`src/design/pbe_pkg.sv`:
```
// Types and constants of the primary/backup election block.
`default_nettype none

package pbe_pkg;

  typedef enum logic [1:0] {
    ROLE_LISTEN  = 2'd0,
    ROLE_RAISE   = 2'd1,
    ROLE_PRIMARY = 2'd2,
    ROLE_DISABLE = 2'd3
  } role_e;

  localparam logic [1:0] REQ_TICK = 2'd0;
  localparam logic [1:0] REQ_MSG  = 2'd1;
  localparam logic [1:0] REQ_DATA = 2'd2;

  localparam logic [1:0] MSG_REQUEST = 2'd0;
  localparam logic [1:0] MSG_REPLY   = 2'd1;

  localparam logic SEND_REQUEST = 1'b0;
  localparam logic SEND_REPLY   = 1'b1;

  localparam int unsigned CFG_IDX_W  = 3;
  localparam int unsigned CFG_DATA_W = 16;

  localparam logic [CFG_IDX_W-1:0] CFG_OWN_GROUP      = 3'd0;
  localparam logic [CFG_IDX_W-1:0] CFG_OWN_INSTANCE   = 3'd1;
  localparam logic [CFG_IDX_W-1:0] CFG_IDLE_LIMIT     = 3'd2;
  localparam logic [CFG_IDX_W-1:0] CFG_PRIMARY_ENABLE = 3'd3;
  localparam logic [CFG_IDX_W-1:0] CFG_MONITOR_ENABLE = 3'd4;

  localparam logic [8:0] IDLE_MAX   = 9'd511;
  localparam logic [2:0] MON_LIMIT  = 3'd6;
  localparam logic [7:0] NO_PRIMARY = 8'd255;
  localparam logic [7:0] IDLE_LIMIT_RESET = 8'd3;

  typedef struct packed {
    logic [1:0]  req_type;
    logic [1:0]  msg_kind;
    logic [15:0] sender_group;
    logic [7:0]  sender_instance;
    logic [7:0]  reply_target;
  } pbe_in_t;

  typedef struct packed {
    logic        send_valid;
    logic        send_kind;
    logic [7:0]  send_target;
    logic [1:0]  arb_status;
    logic [7:0]  known_primary;
  } pbe_out_t;

endpackage

`default_nettype wire

```
`src/design/pbe_elect.sv`:
```
// Election state, configuration registers and per-word next-state logic.
`default_nettype none

module pbe_elect (
  input  wire logic                                clk_i,
  input  wire logic                                rst_ni,
  input  wire logic                                cfg_we_i,
  input  wire logic [pbe_pkg::CFG_IDX_W-1:0]       cfg_idx_i,
  input  wire logic [pbe_pkg::CFG_DATA_W-1:0]      cfg_data_i,
  input  wire logic                                fire_i,
  input  wire pbe_pkg::pbe_in_t                    item_i,
  output pbe_pkg::pbe_out_t                        res_o
);

  logic [15:0]     own_group_q, own_group_d;
  logic [7:0]      own_inst_q, own_inst_d;
  logic [7:0]      idle_limit_q, idle_limit_d;
  logic            prim_en_q, prim_en_d;
  logic            mon_en_q, mon_en_d;

  pbe_pkg::role_e  role_q, role_d;
  logic [7:0]      seen_q, seen_d;
  logic [8:0]      idle_q, idle_d;
  logic [2:0]      mon_cnt_q, mon_cnt_d;

  logic            send_valid, send_kind;
  logic [7:0]      send_target;
  logic            own_grp, mon_drop;

  assign own_grp  = (item_i.sender_group == own_group_q);
  assign mon_drop = mon_en_q && (mon_cnt_q > pbe_pkg::MON_LIMIT)
                    && (item_i.sender_instance == seen_q);

  always_comb begin
    own_group_d  = own_group_q;
    own_inst_d   = own_inst_q;
    idle_limit_d = idle_limit_q;
    prim_en_d    = prim_en_q;
    mon_en_d     = mon_en_q;
    role_d       = role_q;
    seen_d       = seen_q;
    idle_d       = idle_q;
    mon_cnt_d    = mon_cnt_q;
    send_valid   = 1'b0;
    send_kind    = pbe_pkg::SEND_REQUEST;
    send_target  = 8'd0;

    if (fire_i) begin
      case (item_i.req_type)
        pbe_pkg::REQ_TICK: begin
          if (prim_en_q) begin
            if (role_q != pbe_pkg::ROLE_PRIMARY) begin
              if (idle_q < pbe_pkg::IDLE_MAX) begin
                idle_d = idle_q + 9'd1;
              end
              if (idle_d > {1'b0, idle_limit_q}) begin
                role_d     = pbe_pkg::ROLE_RAISE;
                send_valid = 1'b1;
              end
            end else begin
              send_valid  = 1'b1;
              send_kind   = pbe_pkg::SEND_REPLY;
              send_target = own_inst_q;
            end
          end
        end
        pbe_pkg::REQ_MSG: begin
          if (own_grp && !mon_drop) begin
            idle_d = 9'd0;
            if (role_q == pbe_pkg::ROLE_LISTEN) begin
              if (item_i.msg_kind == pbe_pkg::MSG_REPLY) begin
                seen_d = item_i.sender_instance;
                if (mon_en_q && (mon_cnt_q <= pbe_pkg::MON_LIMIT)) begin
                  mon_cnt_d = mon_cnt_q + 3'd1;
                end
              end
            end else if (item_i.msg_kind == pbe_pkg::MSG_REPLY) begin
              role_d = (item_i.reply_target == own_inst_q) ? pbe_pkg::ROLE_PRIMARY
                                                           : pbe_pkg::ROLE_LISTEN;
            end else if (item_i.msg_kind == pbe_pkg::MSG_REQUEST) begin
              if (item_i.sender_instance == own_inst_q) begin
                send_valid  = 1'b1;
                send_kind   = pbe_pkg::SEND_REPLY;
                send_target = item_i.sender_instance;
              end
            end else begin
              role_d = pbe_pkg::ROLE_LISTEN;
            end
          end
        end
        pbe_pkg::REQ_DATA: begin
          if (own_grp) begin
            if (item_i.sender_instance != own_inst_q) begin
              role_d = pbe_pkg::ROLE_LISTEN;
            end
            mon_cnt_d = 3'd0;
          end
        end
        default: begin
        end
      endcase
    end

    // The user must issue register writes only while the block is idle; the block does not enforce this.
    if (cfg_we_i) begin
      unique case (cfg_idx_i)
        pbe_pkg::CFG_OWN_GROUP:    own_group_d  = cfg_data_i;
        pbe_pkg::CFG_OWN_INSTANCE: own_inst_d   = cfg_data_i[7:0];
        pbe_pkg::CFG_IDLE_LIMIT:   idle_limit_d = cfg_data_i[7:0];
        pbe_pkg::CFG_PRIMARY_ENABLE: begin
          if (!cfg_data_i[0]) begin
            role_d    = pbe_pkg::ROLE_DISABLE;
            prim_en_d = 1'b0;
          end else if (!prim_en_q) begin
            role_d    = pbe_pkg::ROLE_LISTEN;
            prim_en_d = 1'b1;
          end
        end
        pbe_pkg::CFG_MONITOR_ENABLE: begin
          mon_cnt_d = 3'd0;
          mon_en_d  = cfg_data_i[0];
        end
        default: begin
        end
      endcase
    end
  end

  always_ff @(posedge clk_i or negedge rst_ni) begin
    if (!rst_ni) begin
      own_group_q  <= 16'd0;
      own_inst_q   <= 8'd0;
      idle_limit_q <= pbe_pkg::IDLE_LIMIT_RESET;
      prim_en_q    <= 1'b1;
      mon_en_q     <= 1'b0;
      role_q       <= pbe_pkg::ROLE_LISTEN;
      seen_q       <= pbe_pkg::NO_PRIMARY;
      idle_q       <= 9'd0;
      mon_cnt_q    <= 3'd0;
    end else begin
      own_group_q  <= own_group_d;
      own_inst_q   <= own_inst_d;
      idle_limit_q <= idle_limit_d;
      prim_en_q    <= prim_en_d;
      mon_en_q     <= mon_en_d;
      role_q       <= role_d;
      seen_q       <= seen_d;
      idle_q       <= idle_d;
      mon_cnt_q    <= mon_cnt_d;
    end
  end

  assign res_o.send_valid    = send_valid;
  assign res_o.send_kind     = send_kind;
  assign res_o.send_target   = send_target;
  assign res_o.arb_status    = role_d;
  assign res_o.known_primary = seen_d;

endmodule

`default_nettype wire

```
`src/design/primary_backup_election.sv`:
```
// Throughput: one word per cycle while the output is not stalled; the input
// register frees in the cycle it hands its word to the election logic, the
// result register parts the sides.
// Reset (async, active low): roles listen, no known primary, counters zero,
// registers at their reset values, both pipeline stages empty.
// Top level: input register, election logic, result register.
`default_nettype none

module primary_backup_election (
  input  wire logic                            clk_i,
  input  wire logic                            rst_ni,
  input  wire logic                            in_valid_i,
  output logic                                 in_ready_o,
  input  wire pbe_pkg::pbe_in_t                in_data_i,
  output logic                                 out_valid_o,
  input  wire logic                            out_ready_i,
  output pbe_pkg::pbe_out_t                    out_data_o,
  input  wire logic                            cfg_we_i,
  input  wire logic [pbe_pkg::CFG_IDX_W-1:0]   cfg_idx_i,
  input  wire logic [pbe_pkg::CFG_DATA_W-1:0]  cfg_data_i
);

  // Input stage: hold the accepted word until the result register can take
  // its result.
  logic              in_valid_q;
  pbe_pkg::pbe_in_t  in_data_q;
  // Result stage.
  logic              out_valid_q;
  pbe_pkg::pbe_out_t out_data_q;

  logic              advance;
  pbe_pkg::pbe_out_t res;

  // Advance when the input stage holds a word and the result slot is free
  // or is being drained in this cycle.
  assign advance    = in_valid_q && (!out_valid_q || out_ready_i);
  assign in_ready_o = !in_valid_q || advance;

  // Word-driven state updates happen exactly when a word advances (register
  // writes act apart from that), so each word sees the state left by its predecessor.
  pbe_elect u_elect (
    .clk_i      (clk_i),
    .rst_ni     (rst_ni),
    .cfg_we_i   (cfg_we_i),
    .cfg_idx_i  (cfg_idx_i),
    .cfg_data_i (cfg_data_i),
    .fire_i     (advance),
    .item_i     (in_data_q),
    .res_o      (res)
  );

  always_ff @(posedge clk_i or negedge rst_ni) begin
    if (!rst_ni) begin
      in_valid_q <= 1'b0;
    end else if (in_ready_o) begin
      in_valid_q <= in_valid_i;
    end
  end

  // Load a new word only on acceptance; otherwise hold.
  always_ff @(posedge clk_i) begin
    if (in_valid_i && in_ready_o) begin
      in_data_q <= in_data_i;
    end
  end

  always_ff @(posedge clk_i or negedge rst_ni) begin
    if (!rst_ni) begin
      out_valid_q <= 1'b0;
    end else if (advance) begin
      out_valid_q <= 1'b1;
    end else if (out_ready_i) begin
      out_valid_q <= 1'b0;
    end
  end

  always_ff @(posedge clk_i) begin
    if (advance) begin
      out_data_q <= res;
    end
  end

  assign out_valid_o = out_valid_q;
  assign out_data_o  = out_data_q;

endmodule

`default_nettype wire

```
`config.mk`:
```
export PLATFORM = sky130hd
export DESIGN_NAME = primary_backup_election
export DESIGN_NICKNAME = d
export VERILOG_FILES = /design/src/design/pbe_pkg.sv /design/src/design/pbe_elect.sv /design/src/design/primary_backup_election.sv
export SDC_FILE = /design/constraint.sdc
export NUM_CORES = 1
export LEC_CHECK = 0
export BUFFER_PORTS_ARGS = -buffer_cell sky130_fd_sc_hd__buf_2
export CAP_MARGIN = 20
export CORE_MARGIN = 4
export CORE_UTILIZATION = 35
export CTS_BUF_LIST = sky130_fd_sc_hd__clkbuf_8 sky130_fd_sc_hd__clkbuf_16
export DETAILED_ROUTE_END_ITERATION = 16
export PLACE_DENSITY = 0.57
export SLEW_MARGIN = 20
export SYNTH_ARGS = -nofsm -noshare
export SYNTH_HDL_FRONTEND = slang
export SYNTH_SLANG_ARGS = --single-unit
```
`constraint.sdc`:
```
create_clock -name clk_i -period 3.3 [get_ports clk_i]
set_clock_uncertainty 0.05 [all_clocks]
set_input_delay 0.165 -clock clk_i [delete_from_list [all_inputs] [get_ports clk_i]]
set_output_delay 0.165 -clock clk_i [all_outputs]
set_load 0.02 [all_outputs]
```
==> impl_metrics.ini <==
[layout]
fin_nets = 621
antennaDiodeCount = 0
syn2layout_area_growth_pct = 34.88
finalNonFillerCells = 743
drive_above_1_share = 0.3148

[worst_setup_path]
worstPathArrival_ns = 3.22
crit_start = u_elect.idle_q[3]
rr_worst_depth = 11
r2r_start = u_elect.idle_q[3]
crit_end = out_data_o[8]
cp-start-kind = register
crit_path_max_fanout = 6
worstSetupEndpointType = register
cp.required_ns = 3.42
worstSetupPathType = reg2reg
worst-r2r-setup-slack_ns = 0.20
reg2reg_to = out_data_o[8]

[placement]
io_buffer_count = 81
dp_hpwl_um = 8423
place_congestion = 0.8565
dp_slack_ns = 0.1857
dp.cells = 658

[global_routing]
grt_util_all_layers = 0.1525
grt_pass1_vias = 3878
grt.busiest_layer = met2
grt.overflow.total = 0
grt_pass1_wl_um = 19570
antenna_found_initial = 0
grtUsageMet3 = 0.03725
grt_max_degree = 37
met1_usage = 0.1948
gr-usage-met2 = 0.2486

[outcome]
status = finished with violations
violations = negative hold slack

[clock_tree]
cts_tree = done
root_buffer = clkbuf_16
cts.sinks = 114
cts_buffers = 17
cts_htree_levels = 4
clock_latency_ns = 0.41
clockBufferDepth = 2
cts.reportedPaths.clkPinSlew_ns = 0.05

[floorplanning]
start_util = 0.3586
coreArea_um2 = 14530
dieArea_um2 = 16910
die_y_um = 130.0
die_x_um = 130.0
rows = 44
io_pins = 82

[timing]
period_needed_ns = 3.099
period_share = 0.9390
max_freq_ghz = 0.3227
setup_tns_ns = 0
setup_ws_ns = 0.2012
hold_viol = 1
rsz0062_at_grt = no
slew_headroom = 0.4717
worst_hold_slack_ns = -0.006209
worstMarginPinSlew_ns = 0.7895
setup_viol = 0
drv_slew = 0

[worst_hold_path]
hp-start = cfg_data_i[7]
holdPathStages = 3
hold_path.class = in2reg

[routing]
drt_first_pass_iters = 4
wl_per_cell_um = 16.16
drc = 0
drt.antenna.violating_nets = 0
vias = 3654
wl_um = 12010
drtIter0Drc = 240
viasPerCell = 4.918

[synth]
async_reset_ff_frac = 0.5088
ys.warnings.count = 0
synth_area_leaders = edfxtp_1 32%, dfrtp_1 23%, mux2_2 7.6%
syn_area_per_cell_um2 = 13.33
synth_top_area_frac = 0.3226
yosysUniqueCellTypes = 49
synth_edf_count = 56
synth_nets = 466
synth-seq-area-share = 0.6037
synth_area_leader_cell = edfxtp_1
ys.flop_type = edfxtp_1
synth_most_common_cell = edfxtp_1
ys_top_cells_by_count = 56 x edfxtp_1, 47 x dfrtp_1, 35 x mux2_2, 29 x xnor2_1, 26 x nand2_1
syn_area_um2 = 5212
synth_seq_cells = 114
synthCells = 391

[power]
ir_worst_vdd_mv = 0.4414
leakage_nw = 2.919
power_density_nw_per_um2 = 606.3

[job]
maxCapViolations = 0
[per-stage QoR]
| step | cell area (um^2) | total power, mW | utilization |
|---|---|---|---|
| finish | 7030 | 4.262 | 0.4837 |
| detailed placement | 5899 | 2.457 | 0.4059 |
| global placement | 5899 | 2.444 | 0.4059 |
| floorplan | 5213 | 2.240 | - |
| global route | 7030 | 4.484 | 0.4837 |
| CTS | 7025 | 4.305 | 0.4834 |
[cells in the final DEF, fill, tap and decap left out, types with 4 or more instances in the layout]
master	netlist	final
a21oi_1	8	8
a22o_1	8	8
a31oi_1	8	8
and3_1	5	5
buf_2	1	81
buf_4	0	8
clkbuf_16	0	18
clkbuf_8	0	5
dfrtp_1	47	47
dfstp_2	11	11
dlygate4sd3_1	0	53
edfxtp_1	56	56
ha_1	15	15
inv_1	16	18
mux2_2	35	35
nand2_1	26	26
nand2b_1	7	7
nand3_1	6	6
nand4_1	14	14
nor2_1	14	14
nor4_1	4	4
o21ai_0	18	18
xnor2_1	29	29
xor2_1	15	15
[metal layers]
metal / vias up / share of wire
met4: 0 / 0.017
met5: - / 0
met1: 1785 / 0.44
met2: 88 / 0.50
li1: 1765 / -
met3: 16 / 0.047
[sequential cells by signal, indices dropped and copies added (netlist names)]
register              flops
u_elect.prim_en_q         1
u_elect.idle_limit_q      8
u_elect.own_inst_q        8
out_valid_o               1
u_elect.mon_cnt_q         3
u_elect.idle_q            9
u_elect.own_group_q      16
u_elect.mon_en_q          1
u_elect.seen_q            8
in_data_q                36
in_valid_q                1
out_data_o               20
u_elect.role_q            2
[layout make-up]
cell class,count,area (um^2)
clock buffers,23,519.2
clock inverters,9,76.32
fillers,1328,7503
inverters,16,60.06
multi-input cells,255,2002
flip-flops and latches,114,3147
well taps,184,230.2
repair buffers,142,996.0
[worst max-delay path, cell delays in order (launching register included)]
cell	delay (ns)
dfrtp_1	0.45
and4_1	0.31
nand4_1	0.21
nand2_1	0.20
xnor2_1	0.10
ha_1	0.32
nand2_1	0.06
o21ai_0	0.15
a31oi_1	0.12
o31ai_2	0.36
a311oi_1	0.16
a211oi_1	0.37
[worst min-delay path by stage]
stage	endpoint	slack [ns]
floorplan	in_valid_q	-0.18
global route	u_elect.own_group_q[7]	0.02
CTS	u_elect.idle_limit_q[7]	0.003
global placement	u_elect.mon_cnt_q[2]	0.04
finish	u_elect.idle_limit_q[7]	-0.006
detailed placement	u_elect.mon_cnt_q[2]	0.05
[cell families after synthesis]
| kind of cell | Yosys count | synth area share |
|---|---|---|
| buffers and inverters | 22 | 0.01608 |
| adder cells (fa/ha/maj) | 15 | 0.03601 |
| XOR/XNOR | 44 | 0.07393 |
| AO/OA/AOI/OAI | 60 | 0.08042 |
| multiplexers | 36 | 0.07753 |
| AND/OR/NAND/NOR | 100 | 0.1123 |
| flip-flops | 114 | 0.6037 |
[power by group]
| part | internal, mW | switching [mW] | total [mW] |
|---|---|---|---|
| clock | 1.17 | 0.612 | 1.78 |
| sequential | 1.68 | 0.140 | 1.82 |
| combinational | 0.328 | 0.330 | 0.659 |
[what timing repair did]
| action | in CTS | in global routing |
|---|---|---|
| endpoints found under the hold margin | 73 | 0 |
| buffers inserted | 0 | 0 |
| hold buffers | 53 | 0 |
| resized for setup | 0 | 1 |
| endpoints found under the setup margin | 0 | 2 |
(Power assumes the default switching activity.)
